### src/lsfs_pkg.sv
// ---------------------------------------------------------------------------
// lsfs_pkg: shared definitions for the LED strip frame serializer
// Holds item codes, register indexes, stream constants, the stage
// structs and the stream length function used by the block's modules.
// ---------------------------------------------------------------------------
`default_nettype none

package lsfs_pkg;

    // Store depth and derived widths.
    localparam int MAX_LEDS = 256;
    localparam int ADDR_W   = (MAX_LEDS > 1) ? $clog2(MAX_LEDS) : 1;

    // Fixed field widths.
    localparam int COUNT_W  = 9;
    localparam int POS_W    = 11;
    localparam int PIX_W    = 29;
    localparam int CFG_IDX_W = 2;

    // Item kinds.
    localparam logic [1:0] KIND_SET   = 2'd0;
    localparam logic [1:0] KIND_START = 2'd1;
    localparam logic [1:0] KIND_TICK  = 2'd2;

    // Configuration register indexes.
    localparam logic [CFG_IDX_W-1:0] CFG_LED_COUNT  = 2'd0;
    localparam logic [CFG_IDX_W-1:0] CFG_STOP_QUIRK = 2'd1;

    // Byte lanes of one LED frame.
    localparam logic [1:0] LANE_HEAD  = 2'd0;
    localparam logic [1:0] LANE_BLUE  = 2'd1;
    localparam logic [1:0] LANE_GREEN = 2'd2;
    localparam logic [1:0] LANE_RED   = 2'd3;

    // Stream byte constants.
    localparam logic [7:0] HEAD_MARK  = 8'hE0;
    localparam logic [7:0] ZERO_BYTE  = 8'h00;
    localparam logic [7:0] STOP_BYTE  = 8'hFF;

    // Number of start bytes ahead of the LED frames.
    localparam logic [POS_W-1:0] START_BYTES = 11'd4;

    // Store access request from the sequencer.
    typedef struct packed {
        logic              wr_en;
        logic [ADDR_W-1:0] wr_addr;
        logic [PIX_W-1:0]  wr_data;
        logic              rd_en;
        logic [ADDR_W-1:0] rd_addr;
    } store_req_t;

    // Tick item waiting for its store read to complete.
    typedef struct packed {
        logic       valid;
        logic       is_pixel;
        logic [1:0] lane;
        logic [7:0] fixed_byte;
        logic       last;
    } tick_info_t;

    // Whole stream length: start bytes, LED frames and stop bytes,
    // where the stop section is 4*(1+count/32) bytes long.
    function automatic logic [POS_W-1:0] stream_len(input logic [COUNT_W-1:0] count);
        logic [POS_W-1:0] frames;
        logic [POS_W-1:0] stops;
        frames = {count, 2'b00};
        stops  = {5'd0, count[COUNT_W-1:5], 2'b00} + 11'd4;
        return START_BYTES + frames + stops;
    endfunction

endpackage

`default_nettype wire

### src/lsfs_sequencer.sv
// ---------------------------------------------------------------------------
// lsfs_sequencer: item decode and stream position tracking
// Holds the configuration registers and the transmission state, turns
// set items into store writes and tick items into store reads plus the
// byte description that the output stage completes.
// ---------------------------------------------------------------------------
`default_nettype none

module lsfs_sequencer (
    input  wire                           clk,
    input  wire                           rst_n,
    input  wire                           in_valid,
    output logic                          in_ready,
    input  wire  [1:0]                    kind,
    input  wire  [7:0]                    pixel_index,
    input  wire  [7:0]                    red,
    input  wire  [7:0]                    green,
    input  wire  [7:0]                    blue,
    input  wire  [4:0]                    brightness,
    input  wire                           cfg_valid,
    output logic                          cfg_ready,
    input  wire  [lsfs_pkg::CFG_IDX_W-1:0] cfg_index,
    input  wire  [8:0]                    cfg_data,
    input  wire                           stage_advance,
    output lsfs_pkg::store_req_t          store_req,
    output lsfs_pkg::tick_info_t          tick_info
);
    import lsfs_pkg::*;

    logic [COUNT_W-1:0] led_count_reg;
    logic               stop_quirk_reg;
    logic               sending_reg;
    logic [POS_W-1:0]   pos_reg;
    logic [COUNT_W-1:0] tx_count_reg;
    logic [POS_W-1:0]   tx_len_reg;
    logic               tx_quirk_reg;
    tick_info_t         info_reg;
    tick_info_t         info_next;

    logic [COUNT_W-1:0] eff_count;
    logic               accept;
    logic               do_set;
    logic               do_start;
    logic               do_tick;
    logic [POS_W-1:0]   pos_q;
    logic               in_head;
    logic               in_pixels;
    logic               at_last;

    assign cfg_ready = 1'b1;
    assign in_ready  = !info_reg.valid || stage_advance;
    assign accept    = in_valid && in_ready;

    always_comb
    begin
        if (32'(led_count_reg) > MAX_LEDS)
        begin
            eff_count = COUNT_W'(MAX_LEDS);
        end
        else
        begin
            eff_count = led_count_reg;
        end
    end

    assign do_set   = accept && (kind == KIND_SET) && ({1'b0, pixel_index} < eff_count);
    assign do_start = accept && (kind == KIND_START) && !sending_reg;
    assign do_tick  = accept && (kind == KIND_TICK) && sending_reg;

    // Position inside the LED frame section, valid once past the start bytes.
    assign pos_q     = pos_reg - START_BYTES;
    assign in_head   = pos_reg < START_BYTES;
    assign in_pixels = !in_head && (pos_q < {tx_count_reg, 2'b00});
    assign at_last   = (pos_reg + 11'd1) >= tx_len_reg;

    always_comb
    begin
        store_req.wr_en   = do_set;
        store_req.wr_addr = ADDR_W'(pixel_index);
        store_req.wr_data = {brightness, blue, green, red};
        store_req.rd_en   = do_tick && in_pixels;
        store_req.rd_addr = ADDR_W'(pos_q[POS_W-1:2]);
    end

    always_comb
    begin
        info_next.valid    = do_tick;
        info_next.is_pixel = in_pixels;
        info_next.lane     = pos_q[1:0];
        info_next.last     = at_last;
        if (in_head || tx_quirk_reg)
        begin
            info_next.fixed_byte = ZERO_BYTE;
        end
        else
        begin
            info_next.fixed_byte = STOP_BYTE;
        end
    end

    always_ff @(posedge clk or negedge rst_n)
    begin
        if (!rst_n)
        begin
            led_count_reg  <= '0;
            stop_quirk_reg <= 1'b0;
            sending_reg    <= 1'b0;
            pos_reg        <= '0;
            tx_count_reg   <= '0;
            tx_len_reg     <= '0;
            tx_quirk_reg   <= 1'b0;
            info_reg       <= '0;
        end
        else
        begin
            if (cfg_valid && cfg_ready)
            begin
                case (cfg_index)
                    CFG_LED_COUNT:  led_count_reg  <= cfg_data;
                    CFG_STOP_QUIRK: stop_quirk_reg <= cfg_data[0];
                    default:        ;
                endcase
            end

            if (do_start)
            begin
                sending_reg  <= 1'b1;
                pos_reg      <= '0;
                tx_count_reg <= eff_count;
                tx_len_reg   <= stream_len(eff_count);
                tx_quirk_reg <= stop_quirk_reg;
            end
            else if (do_tick)
            begin
                if (at_last)
                begin
                    sending_reg <= 1'b0;
                    pos_reg     <= '0;
                end
                else
                begin
                    pos_reg <= pos_reg + 11'd1;
                end
            end

            if (accept)
            begin
                info_reg.valid <= info_next.valid;
            end
            else if (stage_advance)
            begin
                info_reg.valid <= 1'b0;
            end

            if (do_tick)
            begin
                info_reg.is_pixel   <= info_next.is_pixel;
                info_reg.lane       <= info_next.lane;
                info_reg.fixed_byte <= info_next.fixed_byte;
                info_reg.last       <= info_next.last;
            end
        end
    end

    assign tick_info = info_reg;

endmodule

`default_nettype wire

### config.mk
export PLATFORM = sky130hd
export DESIGN_NAME = lsfs_sequencer
export DESIGN_NICKNAME = d
export VERILOG_FILES = /design/src/lsfs_pkg.sv /design/src/lsfs_sequencer.sv
export SDC_FILE = /design/constraint.sdc
export NUM_CORES = 1
export LEC_CHECK = 0
export ABC_AREA = 0
export BUFFER_PORTS_ARGS = -buffer_cell sky130_fd_sc_hd__buf_2
export CAP_MARGIN = 20
export CORE_MARGIN = 2
export CORE_UTILIZATION = 40
export CTS_BUF_LIST = sky130_fd_sc_hd__clkbuf_2 sky130_fd_sc_hd__clkbuf_4 sky130_fd_sc_hd__clkbuf_8
export DETAILED_ROUTE_END_ITERATION = 8
export GPL_ROUTABILITY_DRIVEN = 0
export HOLD_SLACK_MARGIN = 0.06
export PLACE_DENSITY_LB_ADDON = 0.05
export SKIP_LAST_GASP = 1
export SYNTH_ARGS = -nofsm -noshare
export SYNTH_HDL_FRONTEND = slang
export SYNTH_SLANG_ARGS = --single-unit
### constraint.sdc
create_clock -name clk -period 4.5 [get_ports clk]
set_clock_uncertainty 0.1 [all_clocks]
set_input_delay 0 -clock clk [delete_from_list [all_inputs] [get_ports clk]]
set_output_delay 0 -clock clk [all_outputs]
set_load 0.005 [all_outputs]
==> results.yml <==
drt:
  vias: 2616
  drt_iter0_markers: 70
  wl_um: 7780
  vias_per_cell: 4.85
  detail-route-antenna-nets: 0
  drcViolationCount: 0
  dr.pass1.iters: 5
  routedWlPerCell_um: 14.4
sta:
  finalHoldViolCount: 0
  worstMarginPinSlew_ns: 0.630
  rsz0062_at_grt: "no"
  period_share: 0.696
  final_max_slew_viol_count: 0
  fin_crit_ns: 3.13
  relSlewSlack: 0.580
  final.setup.worst_slack_ns: 1.37
  finalSetupViolations: 0
  fmax_ghz: 0.319
  tns_ns: 0
floorplan:
  fp.dieArea_um2: 9480
  core_area_um2: 8590
  die_y_um: 97.4
  pin_count: 117
  rows: 34
  start_util: 0.406
  die_x_um: 97.4
finish:
  area_delta_synth_final_pct: 15.6
  fin_nets: 520
  fillCellCount: 839
  drive_above_1_share: 0.223
  largest_reg_flops: 11
  diodes: 0
clocking:
  postCtsSetupBuffers: 0
  ctsHtreeMaxLevel: 2
  numClockSinks: 47
  clk_path_buf_depth: 2
  cts-buffers-inserted: 5
  cts_tree: "built"
  clock-root-buffer: "clkbuf_8"
  insertion_delay_ns: 0.31
  clk_pin_slew_ns: 0.10
setup_path:
  cpMostUsedCell: "ha_1"
  cp-end-kind: "flop"
  required_ns: 4.60
  critPathArrivalTime_ns: 3.24
  cp_max_fo: 7
  crit_chain: "ha_1, nand4_2, nor2_2, xnor2_1, inv_1, ha_1, nand3_1, a21oi_1, a211oi_2, nand2_1, o31ai_1"
  cp_slowest_cell: "dfrtp_1"
  start_kind: "flop"
  critPathBufInv: 1
  worst_path_largest_cell_delay_ns: 0.47
  path_delay_family: "simple AND/OR/NAND/NOR gates"
  criticalPathCategory: "flop to flop"
power_and_ir_drop:
  pwr-share-seq: 0.378
  intPower_mw: 1.06
  switching_share: 0.385
  clkPwrFrac: 0.171
  peakVddDrop_v: 0.000172
  switchingPower_uw: 664
  design_power_total_mw: 1.73
  comb_power_share: 0.451
  p_leak_nw: 1.92
  power_per_cell_area_nw_per_um2: 428
run_status:
  outcome: "finished, final reports clean"
synthesis:
  yosys.area_share.simple: 0.163
  syn_nets: 471
  postSynthAreaPerCell_um2: 9.15
  ys.flop_type: "dfrtp_1"
  muxShareOfSynthArea: 0.0517
  netlist_instances: 381
  yosysTopAreaCell: "dfrtp_1"
  synth-adder-area-share: 0.128
  synthXorXnorAreaFrac: 0.0477
  synth_top_area_frac: 0.337
  yosysSeqAreaShare: 0.337
  synth_area_um2: 3490
  synthArstFlopShare: 1.00
  synthTopCellsByCount: "buf_4 (48), dfrtp_1 (47), nand2_1 (46)"
  yosysUniqueCellTypes: 51
  synth-compound-area-share: 0.110
  synth_edf_count: 0
  synth_top_family_by_area: "simple AND/OR/NAND/NOR gates"
  ys_top_cells_by_area: "dfrtp_1 (34%), ha_1 (12%), buf_4 (10%), mux2_2 (5.2%), nand2_1 (5.0%)"
  synth.most_common_cell: "buf_4"
  ys_warn_count: 0
  ys_ff_latch: 47
grt:
  grt_pass1_wl_um: 12800
  grt-ovfl-total: 0
  grt_pass1_vias: 2547
  grt_max_degree: 48
  grt_antenna_before_repair: 0
  grt_use_total: 0.168
run:
  maxCapViolations: 0
placement:
  place_ws_ns: 1.36
  dp_hpwl_um: 5620
  port-buffer-count: 57
worst_hold_path:
  hold_path.class: "input port to flop"
==> kinds of logic (layout without fill, tap and decap cells) <==
| kind of cell | count (synthesis) | count (layout) |
|---|---|---|
| AND/OR/NAND/NOR | 106 | 106 |
| buffers and inverters | 96 | 146 |
| AO/OA/AOI/OAI | 60 | 60 |
| flip-flops | 47 | 47 |
| adder cells (fa/ha/maj) | 35 | 35 |
| XOR/XNOR | 19 | 19 |
| multiplexers | 16 | 16 |
| other | 2 | 2 |
==> power by group through the flow <==
stage / clock, mW / sequential [mW] / combinational, mW
after floorplan: 0 / 0.632 / 0.597
final: 0.295 / 0.653 / 0.778
after global routing: 0.322 / 0.674 / 0.904
after CTS: 0.308 / 0.655 / 0.795
after global placement: 0 / 0.657 / 0.754
after detailed placement: 0 / 0.664 / 0.757
==> routing by layer <==
metal / wire (um) / global-route usage / vias to the layer above
met5: 0 / 0 / -
met1: 3660 / 0.224 / 1203
met2: 3720 / 0.288 / 76
li1: - / - / 1332
met3: 333 / 0.0288 / 5
met4: 62 / 0.0321 / 0
==> layout by cell type (no fill, tap or decap), types with 5 or more instances in the layout <==
cell type,n
o21ai_0,23
inv_1,36
o211ai_1,5
nor2b_1,6
dlygate4sd3_1,42
nand2_1,46
nor3_1,5
dfrtp_1,47
a21oi_1,11
ha_1,34
mux2_2,16
nand2b_1,9
nand3_1,13
nor2_1,6
clkbuf_8,7
buf_2,57
xor2_1,5
xnor2_1,14
==> path summary, 6_finish.rpt <==
path,startpoint,endpoint,slack (ns),cells after the start
setup / recovery,pos_reg[0]$_DFFE_PN0P_,pos_reg[7]$_DFFE_PN0P_,1.37,11
hold / removal,in_valid,tick_info[10]$_DFFE_PN0P_,0.08,5
setup reg to reg,pos_reg[0]$_DFFE_PN0P_,pos_reg[7]$_DFFE_PN0P_,1.37,11
hold reg to reg,tx_quirk_reg$_DFFE_PN0P_,tick_info[7]$_DFFE_PN0P_,0.37,1
max in group asynchronous,rst_n,tx_len_reg[3]$_DFFE_PN0P_,3.65,3
min in group asynchronous,rst_n,tick_info[11]$_DFFE_PN0P_,0.22,3
==> metrics by stage <==
stage / hold WS (ns) / std cells / utilization / cell area [um^2]
floorplan: -0.396 / 381 / - / 3490
global placement: -0.100 / 489 / 0.408 / 3510
detailed placement: -0.100 / 489 / 0.408 / 3510
CTS: 0.0827 / 539 / 0.469 / 4030
global route: 0.0846 / 539 / 0.469 / 4030
finish: 0.0800 / 539 / 0.469 / 4030
==> what timing repair did <==
item / 4_1_cts / 5_1_grt
gates resized for setup: 0 / 0
hold buffers: 42 / 0
hold endpoints to repair: 87 / 0
setup endpoints to repair: 0 / 0
==> cell type report <==
cell class	instances	area [um^2]	share of cell area
multi-input cells	238	1750	0.435
clock inverters	1	7.51	0.00186
inverters	36	135	0.0335
well taps	108	135	0.0335
repair buffers	102	728	0.181
clock buffers	7	96.3	0.0239
flip-flops and latches	47	1180	0.292
==> tightest hold or removal path: cells and delay by family <==
kind	cells	cell delay (ns)
and+or+nand+nor	4	0.33
buffers and inverters	1	0.12
(Power assumes the default switching activity.)
