### src/lsfs_pkg.sv
// ---------------------------------------------------------------------------
// lsfs_pkg: shared definitions for the LED strip frame serializer
// Holds item codes, register indexes, stream constants, the stage
// structs and the stream length function used by the block's modules.
// ---------------------------------------------------------------------------
`default_nettype none

package lsfs_pkg;

    // Store depth and derived widths.
    localparam int MAX_LEDS = 256;
    localparam int ADDR_W   = (MAX_LEDS > 1) ? $clog2(MAX_LEDS) : 1;

    // Fixed field widths.
    localparam int COUNT_W  = 9;
    localparam int POS_W    = 11;
    localparam int PIX_W    = 29;
    localparam int CFG_IDX_W = 2;

    // Item kinds.
    localparam logic [1:0] KIND_SET   = 2'd0;
    localparam logic [1:0] KIND_START = 2'd1;
    localparam logic [1:0] KIND_TICK  = 2'd2;

    // Configuration register indexes.
    localparam logic [CFG_IDX_W-1:0] CFG_LED_COUNT  = 2'd0;
    localparam logic [CFG_IDX_W-1:0] CFG_STOP_QUIRK = 2'd1;

    // Byte lanes of one LED frame.
    localparam logic [1:0] LANE_HEAD  = 2'd0;
    localparam logic [1:0] LANE_BLUE  = 2'd1;
    localparam logic [1:0] LANE_GREEN = 2'd2;
    localparam logic [1:0] LANE_RED   = 2'd3;

    // Stream byte constants.
    localparam logic [7:0] HEAD_MARK  = 8'hE0;
    localparam logic [7:0] ZERO_BYTE  = 8'h00;
    localparam logic [7:0] STOP_BYTE  = 8'hFF;

    // Number of start bytes ahead of the LED frames.
    localparam logic [POS_W-1:0] START_BYTES = 11'd4;

    // Store access request from the sequencer.
    typedef struct packed {
        logic              wr_en;
        logic [ADDR_W-1:0] wr_addr;
        logic [PIX_W-1:0]  wr_data;
        logic              rd_en;
        logic [ADDR_W-1:0] rd_addr;
    } store_req_t;

    // Tick item waiting for its store read to complete.
    typedef struct packed {
        logic       valid;
        logic       is_pixel;
        logic [1:0] lane;
        logic [7:0] fixed_byte;
        logic       last;
    } tick_info_t;

    // Whole stream length: start bytes, LED frames and stop bytes,
    // where the stop section is 4*(1+count/32) bytes long.
    function automatic logic [POS_W-1:0] stream_len(input logic [COUNT_W-1:0] count);
        logic [POS_W-1:0] frames;
        logic [POS_W-1:0] stops;
        frames = {count, 2'b00};
        stops  = {5'd0, count[COUNT_W-1:5], 2'b00} + 11'd4;
        return START_BYTES + frames + stops;
    endfunction

endpackage

`default_nettype wire

### src/lsfs_byte_out.sv
// ---------------------------------------------------------------------------
// lsfs_byte_out: byte selection and output register
// Picks the stream byte from the stored pixel or the fixed byte and
// holds it in the output register until the item is taken.
// ---------------------------------------------------------------------------
`default_nettype none

module lsfs_byte_out (
    input  wire                          clk,
    input  wire                          rst_n,
    input  lsfs_pkg::tick_info_t         tick_info,
    input  wire  [lsfs_pkg::PIX_W-1:0]   pix_data,
    output logic                         stage_advance,
    output logic                         out_valid,
    input  wire                          out_ready,
    output logic [7:0]                   out_byte,
    output logic                         last_byte
);
    import lsfs_pkg::*;

    logic       out_valid_reg;
    logic [7:0] out_byte_reg;
    logic       last_byte_reg;
    logic [7:0] byte_next;

    always_comb
    begin
        if (tick_info.is_pixel)
        begin
            case (tick_info.lane)
                LANE_HEAD:  byte_next = HEAD_MARK | {3'b000, pix_data[28:24]};
                LANE_BLUE:  byte_next = pix_data[23:16];
                LANE_GREEN: byte_next = pix_data[15:8];
                LANE_RED:   byte_next = pix_data[7:0];
                default:    byte_next = ZERO_BYTE;
            endcase
        end
        else
        begin
            byte_next = tick_info.fixed_byte;
        end
    end

    assign stage_advance = !out_valid_reg || out_ready;

    always_ff @(posedge clk or negedge rst_n)
    begin
        if (!rst_n)
        begin
            out_valid_reg <= 1'b0;
        end
        else if (stage_advance)
        begin
            out_valid_reg <= tick_info.valid;
        end
    end

    always_ff @(posedge clk)
    begin
        if (stage_advance && tick_info.valid)
        begin
            out_byte_reg  <= byte_next;
            last_byte_reg <= tick_info.last;
        end
    end

    assign out_valid = out_valid_reg;
    assign out_byte  = out_byte_reg;
    assign last_byte = last_byte_reg;

endmodule

`default_nettype wire

### config.mk
export PLATFORM = sky130hd
export DESIGN_NAME = lsfs_byte_out
export DESIGN_NICKNAME = d
export VERILOG_FILES = /design/src/lsfs_pkg.sv /design/src/lsfs_byte_out.sv
export SDC_FILE = /design/constraint.sdc
export NUM_CORES = 1
export LEC_CHECK = 0
export ABC_AREA = 0
export BUFFER_PORTS_ARGS = -buffer_cell sky130_fd_sc_hd__buf_4
export CAP_MARGIN = 10
export CORE_MARGIN = 3
export CORE_UTILIZATION = 40
export DETAILED_ROUTE_END_ITERATION = 7
export PLACE_DENSITY = 0.84
export SLEW_MARGIN = 15
export SYNTH_ARGS = -nofsm -noshare
export SYNTH_HDL_FRONTEND = slang
export SYNTH_SLANG_ARGS = --single-unit
### constraint.sdc
create_clock -name clk -period 1.7 [get_ports clk]
set_input_delay 0.085 -clock clk [delete_from_list [all_inputs] [get_ports clk]]
set_output_delay 0.085 -clock clk [all_outputs]
set_load 0.05 [all_outputs]
==> impl_metrics.toml, run 1 <==
[status]
status = "complete, no violations"

[clocking]
cts_num_sinks = 10
h-tree-depth = 1
cts-root-buf = "clkbuf_4"
numCtsBuffers = 3
clk_path_buf_depth = 2
post-cts-setup-buffers = 0
cts_tree = "yes"
path_clk_slew_ps = 60
clock_latency_ps = 250

[synth]
synth_edf_count = 9
synthArstFlopShare_pct = 10.00
ys_warn_count = 0
synthCells = 59
synth_area_per_cell_sq_um = 11.11
synth_fp_nets = 104
synthFlopType = "edfxtp_1"
synth_cell_type_count = 18
seq_area_frac_synth_pct = 45.04
syn_area_sq_um = 655.6
netlist.area_leader.share_pct = 41.22
synth-seq-cells = 10
synth.largest_area_cell = "edfxtp_1"
synth_area_leaders = "edfxtp_1 (41%), mux2i_1 (12%), o221ai_1 (6.7%), mux2_2 (5.2%), inv_1 (4.6%)"

[floorplan]
die_height_um = 46.49
die_w_um = 46.49
die-area_sq_um = 2161
fp.coreArea_sq_um = 1415
io_pins = 56
rows = 13
start_util_pct = 46.33

[sta]
period_needed_ps = 1171
setup_ws_ps = 529.4
skew_ps = 4.846
setup-tns-final_ps = 0
hold_viol_final = 0
rsz0062_at_grt = "false"
setup_viol = 0
worst_pin_slew_ps = 381.1
final_max_slew_viol_count = 0
finalCritPeriodShare_pct = 68.86
fmax_mhz = 854.3
maxSlewHeadroom_pct = 74.59
holdWs_ps = 31.15

[route]
drt-initial-drc-count = 8
post_drt_wl_per_cell_um = 12.60
drt-vias-per-instance = 5.159
antenna_left = 0
drt_wl_total_um = 1663
drc = 0
vias = 681
dr.pass1.iters = 4

[setup_path]
crit_arrival_ps = 1080
setup.worst_path.start = "out_valid"
required_ps = 1610
start_kind = "register"
crit_type = "register to register"
endpoint_kind = "register"
regToRegStartpoint = "out_valid"
reg2reg_depth = 2
cp_max_fo = 9

[min_path]
holdPathStages = 2
min_path_type = "input port to register"
worstHoldStart = "tick_info[12]"

[pwr]
leakage_uw = 0.0005483
p_int_uw = 506.1
power_frac_comb_pct = 35.4
seqPwrFrac_pct = 41.7
power.share.clock_pct = 22.9
p_sw_uw = 201.0
power.density_nw_per_um2 = 642.2
ir_drop_uv = 276.6
swShare_pct = 28.42

[grt]
grt.overflow.total = 0
grt_pass1_vias = 706
antenna_found_initial = 0
track_usage_pct = 18.51
grt_pass1_wl_um = 2808
grt_max_degree = 15

[finish]
synthToLayoutAreaGrowth_pct = 67.94
final_layout_size_suffix_gt1_share_pct = 54.70
largest_reg_flops = 8
fin_nets = 163
finish.instance_area_sq_um = 1101
nFillCells = 95
diodes = 0

[placed_design]
gp_congestion = 0.7479
portBuffers = 55
placed_cell_area_sq_um = 1055
pre_cts_slack_ps = 517.4
place_hpwl_um = 1420

[job]
cap_violations = 0
==> routing by layer <==
metal / vias to the layer above / part of all wire [%] / GRT usage, %
met4: 0 / 0.60 / 8.523
met3: 2 / 13 / 4.297
li1: 332 / - / -
met2: 43 / 48 / 31.87
met1: 304 / 38 / 21.34
met5: - / 0 / 0
==> cells in the final DEF (no fill, tap or decap), types with 5 or more instances in the layout <==
| cell | n |
|---|---|
| mux2i_1 | 8 |
| edfxtp_1 | 9 |
| o221ai_1 | 5 |
| inv_1 | 8 |
| nand2_1 | 6 |
| buf_4 | 55 |
==> cell families (layout without fill, tap and decap cells) <==
logic type      after synthesis  after routing  synth area share (%)
buf+inv                      11             69                 9.923
mux                          13             13                 21.95
simple gates                 14             14                 11.26
compound gates               11             11                 11.83
flops                        10             10                 45.04
==> cell type report <==
class	count	area, sq um	share of cell area, %
well taps	15	18.77	1.705
multi-input cells	38	297.8	27.05
flip-flops and latches	10	295.3	26.82
repair buffers	57	432.9	39.32
clock buffers	4	26.28	2.386
inverters	8	30.03	2.727
==> power by group through the flow <==
stage	clock [uW]	sequential, uW	combinational, uW
global route	188	297	270
CTS	170	295	251
global placement	0	300	243
detailed placement	0	300	247
floorplan	0	359	79.5
finish	162	295	250
==> worst max-delay path, stage by stage (launching register included) <==
cell and delay [ps]:
dfrtp_1 380, nand2b_2 90, and2_1 360
==> worst paths after layout <==
path / endpoint / slack (ps)
max: out_byte[1] / 530
min: out_valid / 30
max reg2reg: out_byte[1] / 530
min reg2reg: out_valid / 530
max in group asynchronous: out_valid / 1470
min in group asynchronous: out_valid / 150
==> synth_stat cells (2+ instances only) <==
| library cell | n |
|---|---|
| inv_1 | 8 |
| nand2b_1 | 2 |
| edfxtp_1 | 9 |
| mux2_4 | 2 |
| o221ai_1 | 5 |
| nand2_1 | 6 |
| mux2_2 | 3 |
| o21ai_0 | 3 |
| o22ai_1 | 3 |
| mux2i_1 | 8 |
| and2_1 | 3 |
==> repair_timing <==
action / 4_1_cts / 5_1_grt
gates resized for setup: 0 / 0
endpoints found under the hold margin: 2 / 0
hold buffers: 2 / 0
==> stage by stage <==
| stage | cells | util [%] | power, uW |
|---|---|---|---|
| 3_3_place_gp | 126 | 74.54 | 542.7 |
| 5_1_grt | 132 | 77.81 | 755.2 |
| 4_1_cts | 132 | 77.81 | 716.8 |
| 3_5_place_dp | 126 | 74.54 | 547.5 |
| 2_1_floorplan | 59 | - | 438.2 |
| 6_report | 132 | 77.81 | 707.1 |
Note: power is estimated with default switching activity, not from simulation.
==> run 2: changes to the inputs <==
Settings changed: CORE_UTILIZATION 40 to 33, PLACE_DENSITY 0.84 to 0.74.
Clock period 1.7 ns to 1 ns, I/O delays scaled along.
==> impl_metrics.toml, run 2 (same netlist as run 1, synthesis figures left out) <==
[route]
drc = 0
drt-initial-drc-count = 11
dr.pass1.iters = 4
vias = 664
antenna_left = 0
post_drt_wl_per_cell_um = 13.27
drt-vias-per-instance = 4.548
drt_wl_total_um = 1938

[setup_path]
r2r_setup_slack_ps = 0
slowest_stage = "dfrtp_2"
reg2reg_to = "out_byte[5]"
setup.worst_path.start = "out_valid"
crit_family = "flip-flops"
endpoint_kind = "output pin"
crit_arrival_ps = 990
cp.depth = 3
cp_max_fo = 2
regToRegStartpoint = "out_valid"
reg2reg_depth = 2
max_stage_delay_ps = 430
crit_type = "register to output pin"
required_ps = 950
critPathCapture = "stage_advance"
crit_chain = "nand2b_4, buf_6, buf_8"
worstPathBufferInverterCount = 2
start_kind = "register"

[floorplan]
fp.coreArea_sq_um = 1802
die-area_sq_um = 2558
rows = 15
die_w_um = 50.58
io_pins = 56
start_util_pct = 36.39
die_height_um = 50.58

[clocking]
clk_path_buf_depth = 2
cts_tree = "yes"
h-tree-depth = 1
post-cts-setup-buffers = 0
cts-root-buf = "clkbuf_4"
cts_num_sinks = 10
path_clk_slew_ps = 60
numCtsBuffers = 3
clock_latency_ps = 260

[placed_design]
place_hpwl_um = 1617
pre_cts_slack_ps = -7.586
gp_congestion = 0.6912
dp.cells = 139
portBuffers = 55

[status]
status = "finished with violations"
violations = "negative setup slack"

[sta]
setup_ws_ps = -35.02
period_needed_ps = 1035
fmax_mhz = 966.2
hold_viol_final = 0
rsz0062_at_grt = "true"
setup-tns-final_ps = -35.02
maxSlewHeadroom_pct = 80.63
finalCritPeriodShare_pct = 103.5
setup_viol = 1
worst_pin_slew_ps = 289.9
final_max_slew_viol_count = 0
skew_ps = 1.965

[pwr]
power_uw = 1246
leakage_uw = 0.0005827
ir_drop_uv = 413.4
power.density_nw_per_um2 = 1057

[grt]
grt_pass1_wl_um = 3056
grt_pass1_vias = 708
track_usage_pct = 16.03
antenna_found_initial = 0
grt.overflow.total = 0
grt_max_degree = 14

[finish]
final_layout_size_suffix_gt1_share_pct = 57.02
diodes = 0
largest_reg_flops = 8
final_util_pct = 65.42
nFillCells = 155
mostFrequentLayoutCell = "buf_4"
synthToLayoutAreaGrowth_pct = 79.77
mostFrequentLayoutCells = "buf_4 (55), edfxtp_1 (9), inv_1 (8), mux2i_1 (8), nand2_1 (6)"
fin_nets = 167
instances_no_fill = 146

[job]
cap_violations = 0

[min_path]
min_path_type = "input port to asynchronous set/reset pin"
## run 2: routing by layer
layer  GRT usage, %  up-vias  routed length (um)
met5              0        -                   0
met4          8.072        0                  15
met3          4.154        2                 152
met2          26.74       30                 977
met1          18.85      296                 794
li1               -      336                   -
## run 2: through the flow
stage | area (sq um) | hold slack, ps
after detailed placement | 1111 | -171.4
after global routing | 1179 | 106.0
after global placement | 1111 | -173.8
after CTS | 1169 | 1.248
final | 1179 | 104.9
after floorplan | 666.9 | -245.6
## run 2: how the worst min path moves through the flow
| stage | to | slack, ps |
|---|---|---|
| floorplan | out_valid | -250 |
| global placement | out_valid | -170 |
| global route | out_valid | 110 |
| detailed placement | out_valid | -170 |
| CTS | out_valid | 1 |
| finish | out_valid | 100 |
## run 2: worst register-to-register path, cell delays in order (launching register included)
cell,delay [ps]
dfrtp_2,430
nand2b_4,80
and2_4,210
## run 2: area by class of cell
cell class | count | area, sq um | area share (%)
clock buffers | 4 | 26.28 | 2.229
inverters | 8 | 30.03 | 2.548
multi-input cells | 38 | 305.3 | 25.90
flip-flops and latches | 10 | 296.5 | 25.16
well taps | 25 | 31.28 | 2.654
repair buffers | 61 | 489.2 | 41.51
## run 2: power by group
part | internal (uW) | switching [uW]
registers | 494 | 10.1
clock network | 154 | 131
logic | 239 | 218
## run 2: timing repair
| action | CTS | global route |
|---|---|---|
| hold buffers | 2 | 1 |
| pin swaps | 1 | 0 |
| hold endpoints to repair | 2 | 1 |
| gates resized for setup | 3 | 0 |
| endpoints found under the setup margin | 5 | 10 |
| cloned | 0 | 0 |
